--- src/rtl/rws_pkg.sv ---
// ----------------------------------------------------------------------------
// rws_pkg
// Shared types and constants for the roulette-wheel parent selection unit.
// ----------------------------------------------------------------------------
package rws_pkg;

  localparam int unsigned POP_MAX        = 256;
  localparam int unsigned RAND_FRAC_BITS = 16;

  localparam int unsigned IDX_W  = $clog2(POP_MAX);
  localparam int unsigned CNT_W  = IDX_W + 1;
  localparam int unsigned FIT_W  = 32;
  localparam int unsigned SUM_W  = FIT_W + IDX_W;
  localparam int unsigned PROD_W = SUM_W + RAND_FRAC_BITS;
  localparam int unsigned POP_W  = 9;
  localparam int unsigned RAND_W = 16;
  localparam int unsigned OP_W   = 2;
  localparam int unsigned STAT_W = 2;

  localparam logic [POP_W-1:0] POP_RESET = POP_W'(256);

  typedef enum logic [OP_W-1:0] {
    OP_WRITE       = 2'd0,
    OP_DRAW_FIRST  = 2'd1,
    OP_DRAW_SECOND = 2'd2,
    OP_NONE        = 2'd3
  } op_e;

  typedef enum logic [STAT_W-1:0] {
    ST_OK         = 2'd0,
    ST_RETRY      = 2'd1,
    ST_ZERO_TOTAL = 2'd2,
    ST_OUT_RANGE  = 2'd3
  } status_e;

  typedef enum logic [2:0] {
    S_IDLE,
    S_SUM,
    S_SCALE,
    S_WALK,
    S_DONE
  } state_e;

  typedef struct packed {
    logic capture;
    logic sweep_clr;
    logic issue;
    logic acc_total;
    logic acc_run;
    logic scale;
    logic load_out;
  } rws_cmd_t;

  typedef struct packed {
    logic sweep_end;
    logic rd_pend;
    logic found;
    logic total_zero;
    logic out_busy;
  } rws_stat_t;

endpackage

--- src/rtl/rws_ctrl.sv ---
// ----------------------------------------------------------------------------
// rws_ctrl
// Sequencer for the selection unit: sum sweep, scale, walk sweep, result.
// ----------------------------------------------------------------------------
module rws_ctrl import rws_pkg::*; (
  input  logic          clk_i,
  input  logic          rst_ni,
  input  logic          in_valid_i,
  input  logic [OP_W-1:0] op_i,
  output logic          in_ready_o,
  input  rws_stat_t     stat_i,
  output rws_cmd_t      cmd_o
);

  state_e state_q, state_d;
  logic   is_draw;

  assign is_draw = (op_e'(op_i) == OP_DRAW_FIRST) || (op_e'(op_i) == OP_DRAW_SECOND);

  always_ff @(posedge clk_i or negedge rst_ni) begin
    if (!rst_ni) begin
      state_q <= S_IDLE;
    end else begin
      state_q <= state_d;
    end
  end

  always_comb begin
    state_d    = state_q;
    cmd_o      = '0;
    in_ready_o = 1'b0;
    unique case (state_q)
      S_IDLE: begin
        in_ready_o = 1'b1;
        if (in_valid_i) begin
          cmd_o.capture = 1'b1;
          state_d       = is_draw ? S_SUM : S_DONE;
        end
      end
      S_SUM: begin
        cmd_o.acc_total = 1'b1;
        cmd_o.issue     = !stat_i.sweep_end;
        if (stat_i.sweep_end && !stat_i.rd_pend) begin
          state_d = S_SCALE;
        end
      end
      S_SCALE: begin
        cmd_o.scale     = 1'b1;
        cmd_o.sweep_clr = 1'b1;
        state_d         = stat_i.total_zero ? S_DONE : S_WALK;
      end
      S_WALK: begin
        cmd_o.acc_run = 1'b1;
        cmd_o.issue   = !stat_i.sweep_end && !stat_i.found;
        if (stat_i.found || (stat_i.sweep_end && !stat_i.rd_pend)) begin
          state_d = S_DONE;
        end
      end
      S_DONE: begin
        // hold until the output register can take the item
        if (!stat_i.out_busy) begin
          cmd_o.load_out = 1'b1;
          state_d        = S_IDLE;
        end
      end
      default: state_d = S_IDLE;
    endcase
  end

endmodule

--- config.mk ---
export PLATFORM = sky130hd
export DESIGN_NAME = rws_ctrl
export DESIGN_NICKNAME = d
export VERILOG_FILES = /design/src/rtl/rws_pkg.sv /design/src/rtl/rws_ctrl.sv
export SDC_FILE = /design/constraint.sdc
export NUM_CORES = 1
export LEC_CHECK = 0
export ABC_AREA = 1
export BUFFER_PORTS_ARGS = -buffer_cell sky130_fd_sc_hd__buf_2
export CAP_MARGIN = 0
export CORE_AREA = 4 4 41 43
export CTS_CLUSTER_DIAMETER = 80
export CTS_CLUSTER_SIZE = 20
export DETAILED_ROUTE_END_ITERATION = 6
export DIE_AREA = 0 0 45 47
export PLACE_DENSITY_LB_ADDON = 0.08
export SYNTH_ARGS = -nofsm -noshare
export SYNTH_HDL_FRONTEND = slang
export SYNTH_SLANG_ARGS = --single-unit
export TNS_END_PERCENT = 10
--- constraint.sdc ---
create_clock -name clk_i -period 1.2 [get_ports clk_i]
set_input_delay 0.18 -clock clk_i [delete_from_list [all_inputs] [get_ports clk_i]]
set_output_delay 0.18 -clock clk_i [all_outputs]
set_load 0.01 [all_outputs]
==> impl_metrics.yaml, run 1 <==
setup_path:
  reg2reg_slack_ps: 80
  worstSetupEndpointType: "output port"
  rr_startpoint: "state_q[2]$_DFFE_PN0P_"
  crit_path_max_fanout: 5
  reg2regPathDepth: 6
  timing.critical_path.required_ps: 1020
  cp-start-kind: "register"
  worst_path_arrival_ps: 1100
  slowest_delay_ps: 450
  critical_path.slowest_cell: "sky130_fd_sc_hd__dfrtp_2"
  critical_path_class: "register to output port"
  cp_num_buf_inv: 1
  crit_path_cell_trace: "nor2_4 > nand2_2 > nor2_2 > buf_2"
  rr_endpoint: "state_q[0]$_DFFE_PN0P_"
  cp_top_family: "flip-flops"
detailed_routing:
  drt-initial-drc-count: 2
  final_antenna_net_count: 0
  drc_errors: 0
  wirelength_um: 775
  detailroute.via_count: 355
  routedWlPerCell_um: 8.91
  drt_first_pass_iters: 3
  avgViaCountPerCell: 4.08
floorplan:
  start_util_pct: 21.2
  die-height_um: 47
  num_io_pins: 18
  design.core.area_mm2: 0.00130
  die_width_um: 45
  die_area_mm2: 0.00212
  num_rows: 13
min_path:
  hold_end: "state_q[1]$_DFFE_PN0P_"
  worstHoldPathType: "primary input to register"
  holdPathStages: 4
  holdCritStartpoint: "stat_i[2]"
yosys:
  synth.distinct_cells: 11
  netlist_area_um2: 275
  synthesis.area_per_instance_um2: 5.73
  synth_top_cell_area_share_pct: 27.3
  ys_seq_elements: 3
  synthDominantAreaCellType: "sky130_fd_sc_hd__dfrtp_1"
  post_synthesis_sequential_area_ratio_pct: 27.3
  synth_area_leaders: "sky130_fd_sc_hd__dfrtp_1 (27%), sky130_fd_sc_hd__nand2_1 (22%), sky130_fd_sc_hd__inv_1 (9.5%)"
  synth_fp_nets: 58
  postSynthCellCount: 48
  synth.yosys.warnings: 0
cells_and_area:
  largestRegisters: "state_q x3"
  area_growth_pct: 67.3
  share_of_post_route_cells_with_drive_strength_above_1_pct: 50.0
  regArea_um2: 77.6
  layout.cells.most_common: "sky130_fd_sc_hd__buf_2"
  mostFrequentLayoutCells: "sky130_fd_sc_hd__buf_2 (16), sky130_fd_sc_hd__nand2_1 (15), sky130_fd_sc_hd__inv_1 (7), sky130_fd_sc_hd__nor2_1 (6), sky130_fd_sc_hd__nand3_1 (4)"
  number_of_fillers_in_the_final_layout: 152
  largest_register_ff_count: 3
  footprint_of_the_multi_input_gates_um2: 176
  num_antenna_cells: 0
  registers.top_by_ff_count: "state_q"
  finalNetCount: 83
placement:
  dp_slack_ps: 77.5
  hpwl_um: 646
  place.gp.congestion: 0.683
  portBuffers: 17
sta:
  totalNegativeSetupSlack_ps: -447
  timing_hold_violations_final: 0
  fin_crit_sh_pct: 107
  fmax_mhz: 780
  relSlewSlack_pct: 87.5
  grt_setup_unrepaired: "true"
  setup_viol_count_final: 8
  final.min_clock_period_ps: 1280
  drv_slew: 0
  clock_skew_ps: 7.49
  finalWorstSetupSlack_ps: -82.7
  max_slew.worst_pin.slew_ps: 186
flow_run:
  max_capacitance_violation_count: 0
pwr:
  power_per_cell_area_mw_per_mm2: 2130
  ir_drop_mv: 0.741
  p_leak_nw: 0.283
grt:
  grt.total_usage_pct: 8.39
  via_count_of_the_first_global_routing_pass: 334
  globalRoute.totalOverflow: 0
  first_pass_grt_wire_length_um: 1280
  grt_start_max_net_pins: 7
  grt_antenna_before_repair: 0
clock_tree:
  cts_tree: "yes"
  cts_bufs_inserted: 3
  cts_root_buf: "sky130_fd_sc_hd__clkbuf_4"
  cts_sinks: 3
  clk_transition_reported_paths_ps: 40
  clkLatencyLatePin_ps: 230
  clk_path_buf_depth: 2
  h-tree-depth: 1
status:
  violations_in_the_final_reports: "setup timing"
  outcome: "finished, violations left"
## report_power, final
group,switching (mW),internal (mW),total [mW]
clock,0.0538,0.125,0.178
combinational,0.318,0.268,0.586
sequential,0.0712,0.145,0.216
total,0.443,0.538,0.981
## cells by family (layout without fill, tap and decap cells)
family	count (synthesis)	in the layout	share of synthesized area (%)
AND/OR/NAND/NOR	33	33	54.5
buffers and inverters	11	35	16.4
flip-flops	3	3	27.3
AO/OA/AOI/OAI	1	1	1.82
## cell usage after synthesis
library cell,number
sky130_fd_sc_hd__buf_4,1
sky130_fd_sc_hd__dfrtp_1,3
sky130_fd_sc_hd__inv_1,7
sky130_fd_sc_hd__inv_2,3
sky130_fd_sc_hd__nand2_1,16
sky130_fd_sc_hd__nand3_1,5
sky130_fd_sc_hd__nor2_1,7
sky130_fd_sc_hd__nor2_2,2
sky130_fd_sc_hd__nor3_2,2
sky130_fd_sc_hd__nor4_1,1
sky130_fd_sc_hd__o21ai_0,1
## layout make-up
type / instances / share of cell area, %
multi-input cells: 34 / 38.3
repair buffers: 21 / 26.9
flip-flops and latches: 3 / 16.8
inverters: 10 / 8.15
clock buffers: 4 / 5.71
well taps: 15 / 4.08
## metrics by stage
step / area (um^2) / cells / power (mW) / util [%] / hold WS, ps
2_1_floorplan: 275 / 48 / 0.519 / - / -116
3_3_place_gp: 372 / 79 / 0.673 / 28.6 / -18.5
3_5_place_dp: 372 / 79 / 0.665 / 28.6 / -17.9
4_1_cts: 423 / 84 / 0.913 / 32.5 / 223
5_1_grt: 460 / 87 / 1.09 / 35.4 / 251
6_report: 460 / 87 / 0.981 / 35.4 / 228
## worst register-to-register path, stage by stage, from the launching register on
cell and delay [ps]:
sky130_fd_sc_hd__dfrtp_1 420, sky130_fd_sc_hd__inv_2 140, sky130_fd_sc_hd__nand3_2 90, sky130_fd_sc_hd__nor2_1 170, sky130_fd_sc_hd__nor2_2 80, sky130_fd_sc_hd__nand2_1 60
sky130_fd_sc_hd__nand2_1 40
## timing repair
| item | 4_1_cts | 5_1_grt |
|---|---|---|
| endpoints found under the setup margin | 8 | 11 |
| setup buffers | 0 | 3 |
| gates resized for setup | 4 | 4 |
| hold buffers | 1 | 0 |
| endpoints found under the hold margin | 3 | 0 |
| pin swaps | 1 | 4 |
## worst max-delay path by stage
stage                                       from                endpoint  slack, ps  cells past startpoint
final                     state_q[1]$_DFFE_PN0P_                cmd_o[6]        -80                      4
after global routing      state_q[1]$_DFFE_PN0P_                cmd_o[6]       -170                      4
after CTS                 state_q[0]$_DFFE_PN0P_                cmd_o[0]       -110                      2
after detailed placement  state_q[0]$_DFFE_PN0P_                cmd_o[6]         80                      4
after global placement    state_q[0]$_DFFE_PN0P_  state_q[2]$_DFFE_PN0P_         60                      5
after floorplan           state_q[2]$_DFFE_PN0P_                cmd_o[5]        130                      2
## metal layers
metal	up-vias	global-route usage, %	wire, um
li1	192	-	-
met1	150	10.5	343
met2	13	12.7	356
met3	0	3.45	76
met4	0	3.51	0
met5	-	0	0
No activity file was read; power rests on OpenSTA's default activity.
==> inputs of run 2 (changes only) <==
--- a/config.mk
+++ b/config.mk
@@ -5,14 +5,13 @@
 export SDC_FILE = /design/constraint.sdc
 export NUM_CORES = 1
 export LEC_CHECK = 0
-export ABC_AREA = 1
 export BUFFER_PORTS_ARGS = -buffer_cell sky130_fd_sc_hd__buf_2
 export CAP_MARGIN = 0
-export CORE_AREA = 4 4 41 43
+export CORE_AREA = 3 3 40 42
 export CTS_CLUSTER_DIAMETER = 80
 export CTS_CLUSTER_SIZE = 20
 export DETAILED_ROUTE_END_ITERATION = 6
-export DIE_AREA = 0 0 45 47
+export DIE_AREA = 0 0 43 45
 export PLACE_DENSITY_LB_ADDON = 0.08
 export SYNTH_ARGS = -nofsm -noshare
 export SYNTH_HDL_FRONTEND = slang
==> impl_metrics.yaml, run 2 <==
yosys:
  dominantRegCellSynth: "sky130_fd_sc_hd__dfrtp_1"
  synth_fp_nets: 47
  synth_enable_flop_cells: 0
  synthesis.area_per_instance_um2: 7.81
  post_synthesis_sequential_area_ratio_pct: 26.0
  synth.yosys.warnings: 0
  synth_most_common_cell: "sky130_fd_sc_hd__nor3_1"
  synthDominantAreaCellType: "sky130_fd_sc_hd__dfrtp_1"
  ys_seq_elements: 3
  synth_top_cell_area_share_pct: 26.0
  synth_area_leaders: "sky130_fd_sc_hd__dfrtp_1 (26%), sky130_fd_sc_hd__nor3_1 (10%), sky130_fd_sc_hd__buf_4 (5.2%)"
  postSynthCellCount: 37
  netlist_area_um2: 289
  postSynth.asyncResetShare_pct: 100
  post_synth_most_frequent_cells: "sky130_fd_sc_hd__nor3_1 (6), sky130_fd_sc_hd__dfrtp_1 (3), sky130_fd_sc_hd__nand2_1 (3), sky130_fd_sc_hd__nor2_1 (3)"
  synth.distinct_cells: 22
grt:
  grt.total_usage_pct: 11.9
  globalRouteMet2Util_pct: 16.8
  global_route.usage.met1_pct: 13.0
  via_count_of_the_first_global_routing_pass: 386
  busiest_layer: "met2"
  grt_util_met3_pct: 3.19
  first_pass_grt_wire_length_um: 1620
  grt_antenna_before_repair: 0
  grt_start_max_net_pins: 8
  globalRoute.totalOverflow: 0
pwr:
  ir_drop_mv: 0.531
  p_leak_nw: 0.290
  power_per_cell_area_mw_per_mm2: 1950
  report.power.total_mw: 1.11
floorplan:
  design.core.area_mm2: 0.00128
  num_io_pins: 18
  die_width_um: 43
  start_util_pct: 22.5
  num_rows: 13
  die_area_mm2: 0.00194
  die-height_um: 45
cells_and_area:
  layout.cells.most_common: "sky130_fd_sc_hd__buf_2"
  share_of_post_route_cells_with_drive_strength_above_1_pct: 69.6
  registers.top_by_ff_count: "state_q"
  mostFrequentLayoutCells: "sky130_fd_sc_hd__buf_2 (17), sky130_fd_sc_hd__buf_4 (11), sky130_fd_sc_hd__nor3_2 (4)"
  largestRegisters: "state_q x3"
  num_antenna_cells: 0
  area_growth_pct: 96.5
  largest_register_ff_count: 3
  finalNetCount: 80
  number_of_fillers_in_the_final_layout: 135
setup_path:
  slowest_delay_ps: 440
  worstSetupEndpointType: "output port"
  critical_path_class: "register to output port"
  crit_path_max_fanout: 5
  reg2regPathDepth: 5
  cp_top_family: "flip-flops"
  timing.critical_path.required_ps: 1020
  cp_num_buf_inv: 2
  cp_num_cells: 3
  worst_path_arrival_ps: 1160
  cp-start-kind: "register"
  critical_path.slowest_cell: "sky130_fd_sc_hd__dfrtp_2"
  crit_path_cell_trace: "buf_4 > nor3_4 > buf_2"
sta:
  setup_viol_count_final: 11
  fmax_mhz: 745
  totalNegativeSetupSlack_ps: -1180
  finalWorstSetupSlack_ps: -142
  timing_hold_violations_final: 0
  relSlewSlack_pct: 83.7
  drv_slew: 0
  max_slew.worst_pin.slew_ps: 243
  fin_crit_sh_pct: 112
  grt_setup_unrepaired: "true"
  final.min_clock_period_ps: 1340
  clock_skew_ps: 3.37
detailed_routing:
  final_antenna_net_count: 0
  drt-initial-drc-count: 1
  detailroute.via_count: 382
  drt_first_pass_iters: 2
  wirelength_um: 965
  routedWlPerCell_um: 11.5
  drc_errors: 0
  avgViaCountPerCell: 4.55
clock_tree:
  cts_bufs_inserted: 3
  cts_sinks: 3
  clk_transition_reported_paths_ps: 40
  h-tree-depth: 1
  clk_path_buf_depth: 2
  cts_tree: "yes"
  cts_root_buf: "sky130_fd_sc_hd__clkbuf_4"
  clkLatencyLatePin_ps: 240
min_path:
  worstHoldPathType: "primary input to async pin"
flow_run:
  max_capacitance_violation_count: 0
status:
  violations_in_the_final_reports: "setup timing"
  outcome: "finished, violations left"
placement:
  place.gp.congestion: 0.680
  hpwl_um: 628
  dp_slack_ps: 3.11
  portBuffers: 17
run 2: through the flow:
stage                     utilization (%)  hold slack (ps)  area [um^2]  instances
after detailed placement             30.3            -22.9          389         68
after global placement               30.3            -22.1          389         68
after CTS                            39.1              232          503         80
after global routing                 44.2              261          568         84
after floorplan                         -             -116          294         37
final                                44.2              259          568         84
run 2: cell families after synthesis:
group	count (synthesis)	synth area share [%]
AND/OR/NAND/NOR	22	45.0
XOR/XNOR	1	3.03
buffers and inverters	6	14.3
AO/OA/AOI/OAI	5	11.7
flip-flops	3	26.0
run 2: timing repair:
item	in CTS	in global routing
setup buffers	7	4
endpoints found under the hold margin	3	0
setup endpoints to repair	9	11
pin swaps	2	3
hold buffers	1	0
gates resized for setup	10	8
run 2: area by class of cell:
class	instances	area [um^2]	area share [%]
Timing Repair Buffer	32	211	37.2
Sequential cell	3	78.8	13.9
Multi-Input combinational cell	28	223	39.2
Inverter	2	10.0	1.76
Clock buffer	4	26.3	4.63
Tap cell	15	18.8	3.30
run 2: path summary, 6_finish.rpt:
kind | from | endpoint | slack, ps
min in group clk_i | stat_i[2] | state_q[1]$_DFFE_PN0P_ | 260
hold / removal | rst_ni | state_q[2]$_DFFE_PN0P_ | 260
setup / recovery | state_q[2]$_DFFE_PN0P_ | cmd_o[1] | -140
hold reg to reg | state_q[2]$_DFFE_PN0P_ | state_q[1]$_DFFE_PN0P_ | 650
setup reg to reg | state_q[1]$_DFFE_PN0P_ | state_q[2]$_DFFE_PN0P_ | -120
max in group asynchronous | rst_ni | state_q[0]$_DFFE_PN0P_ | 820
run 2: metal layers:
layer  share of wire [%]  up-vias
met4                 2.9        0
met1                  42      166
met3                 9.0        3
met5                   0        -
li1                    -      196
met2                  45       17
run 2: report_power, final:
part	leakage [nW]	switching (mW)	total [mW]	internal, mW
Sequential	0.0352	0.0687	0.212	0.144
Clock	0.0150	0.0609	0.186	0.125
Combinational	0.240	0.323	0.709	0.386
Total	0.290	0.453	1.11	0.655
==> inputs of run 3 (changes only) <==
--- a/config.mk
+++ b/config.mk
@@ -13,6 +13,7 @@
 export DETAILED_ROUTE_END_ITERATION = 6
 export DIE_AREA = 0 0 43 45
 export PLACE_DENSITY_LB_ADDON = 0.08
+export SETUP_SLACK_MARGIN = 0.05
 export SYNTH_ARGS = -nofsm -noshare
 export SYNTH_HDL_FRONTEND = slang
 export SYNTH_SLANG_ARGS = --single-unit
==> impl_metrics.yaml, run 3 (synthesis gave the netlist of run 2 again) <==
sta:
  fin_crit_sh_pct: 109
  relSlewSlack_pct: 86.4
  timing_hold_violations_final: 0
  fmax_mhz: 763
  final.min_clock_period_ps: 1310
  clock_skew_ps: 0.280
  finalWorstSetupSlack_ps: -111
  grt_setup_unrepaired: "true"
  setup_viol_count_final: 8
  max_slew.worst_pin.slew_ps: 203
  timing.hold.ws_ps: 229
  drv_slew: 0
grt:
  first_pass_grt_wire_length_um: 1590
  grt_start_max_net_pins: 8
  grt_antenna_before_repair: 0
  grt.total_usage_pct: 11.8
  via_count_of_the_first_global_routing_pass: 397
  globalRoute.totalOverflow: 0
clock_tree:
  cts_sinks: 3
  clkLatencyLatePin_ps: 230
  cts_root_buf: "sky130_fd_sc_hd__clkbuf_4"
  clk_transition_reported_paths_ps: 40
  h-tree-depth: 1
  cts_bufs_inserted: 3
  clk_path_buf_depth: 2
  cts_tree: "yes"
setup_path:
  slowest_delay_ps: 450
  cp-start-kind: "register"
  worstSetupEndpointType: "output port"
  worst_path_arrival_ps: 1130
  critical_path_class: "register to output port"
  crit_path_cell_trace: "nand2b_4 > nor3_2 > buf_2"
  cp_top_family: "flip-flops"
  critical_path.slowest_cell: "sky130_fd_sc_hd__dfrtp_2"
  crit_path_max_fanout: 7
  timing.critical_path.required_ps: 1020
  reg2reg_slack_ps: 0
  rr_startpoint: "state_q[1]$_DFFE_PN0P_"
  reg2regPathDepth: 4
  rr_endpoint: "state_q[2]$_DFFE_PN0P_"
  cp_num_buf_inv: 1
floorplan:
  num_rows: 13
  design.core.area_mm2: 0.00128
  die-height_um: 45
  num_io_pins: 18
  die_area_mm2: 0.00194
  die_width_um: 43
  start_util_pct: 22.5
detailed_routing:
  wirelength_um: 991
  routedWlPerCell_um: 12.2
  drt_first_pass_iters: 1
  avgViaCountPerCell: 4.73
  drt-initial-drc-count: 0
  detailroute.via_count: 383
  final_antenna_net_count: 0
  drc_errors: 0
cells_and_area:
  area_growth_pct: 85.7
  share_of_post_route_cells_with_drive_strength_above_1_pct: 65.2
  registers.top_by_ff_count: "state_q"
  layout.cells.most_common: "sky130_fd_sc_hd__buf_2"
  largestRegisters: "state_q x3"
  number_of_fillers_in_the_final_layout: 142
  mostFrequentLayoutCells: "sky130_fd_sc_hd__buf_2 (17), sky130_fd_sc_hd__buf_4 (9), sky130_fd_sc_hd__nor3_2 (4)"
  largest_register_ff_count: 3
  finalNetCount: 77
  num_antenna_cells: 0
  layoutNonFillerInstCount: 81
min_path:
  worstHoldPathType: "primary input to register"
  holdCritStartpoint: "stat_i[2]"
  holdPathStages: 3
  hold_end: "state_q[1]$_DFFE_PN0P_"
placement:
  portBuffers: 17
  dp_cells: 67
  place.gp.congestion: 0.710
  hpwl_um: 593
pwr:
  ir_drop_mv: 0.565
  power_per_cell_area_mw_per_mm2: 1990
  report.power.total_mw: 1.07
  p_leak_nw: 0.267
status:
  violations_in_the_final_reports: "setup timing"
  outcome: "finished, violations left"
flow_run:
  max_capacitance_violation_count: 0
-- run 3: changes by cell type in the layout (fill, tap and decap cells not counted), sizes merged --
| cell | delta |
|---|---|
| buf | -3 |
-- run 3: worst max path at each step --
stage                                   to  depth (start not counted)  slack, ps                    from
floorplan                         cmd_o[5]                          3         40  state_q[2]$_DFFE_PN0P_
global placement    state_q[2]$_DFFE_PN0P_                          3        -10  state_q[0]$_DFFE_PN0P_
detailed placement  state_q[2]$_DFFE_PN0P_                          3        -30  state_q[0]$_DFFE_PN0P_
CTS                               cmd_o[6]                          3       -130  state_q[1]$_DFFE_PN0P_
global route                      cmd_o[6]                          3       -170  state_q[1]$_DFFE_PN0P_
finish                            cmd_o[6]                          3       -110  state_q[1]$_DFFE_PN0P_
-- run 3: worst min-delay path, stage by stage --
cell	delay, ps
sky130_fd_sc_hd__buf_2	80
sky130_fd_sc_hd__nand4b_1	100
sky130_fd_sc_hd__a21oi_1	60
-- run 3: layout make-up --
cell class / count / area [um^2] / share of cell area (%)
multi-input cells: 28 / 218 / 40.6
repair buffers: 29 / 185 / 34.5
inverters: 2 / 10.0 / 1.86
flip-flops and latches: 3 / 78.8 / 14.7
well taps: 15 / 18.8 / 3.50
clock buffers: 4 / 26.3 / 4.90
-- run 3: what timing repair did --
action	in CTS	in global routing
endpoints found under the setup margin	9	11
hold buffers	1	0
setup buffers	9	0
pin swaps	2	1
endpoints found under the hold margin	3	0
resized for setup	12	1
-- run 3: power by group --
| part | leakage [nW] | internal, mW | switching (mW) | total [mW] |
|---|---|---|---|---|
| combinational | 0.217 | 0.363 | 0.315 | 0.678 |
| clock | 0.0150 | 0.125 | 0.0557 | 0.180 |
| sequential | 0.0352 | 0.144 | 0.0664 | 0.210 |
| total | 0.267 | 0.632 | 0.437 | 1.07 |
-- run 3: metal layers --
metal / global-route usage, % / vias to the layer above / part of all wire [%]
met1: 11.2 / 171 / 39
met4: 12.7 / 0 / 3.9
li1: - / 192 / -
met3: 3.19 / 4 / 6.9
met2: 19.8 / 16 / 50
met5: 0 / - / 0
-- run 3: through the flow --
step / setup slack [ps] / instance area, um^2 / utilization, % / TNS, ps
CTS: -134 / 532 / 41.4 / -811
finish: -111 / 537 / 41.8 / -799
global route: -171 / 537 / 41.8 / -1260
detailed placement: -34.0 / 388 / 30.2 / -34.0
global placement: -11.0 / 388 / 30.2 / -11.0
floorplan: 36.9 / 300 / - / 0
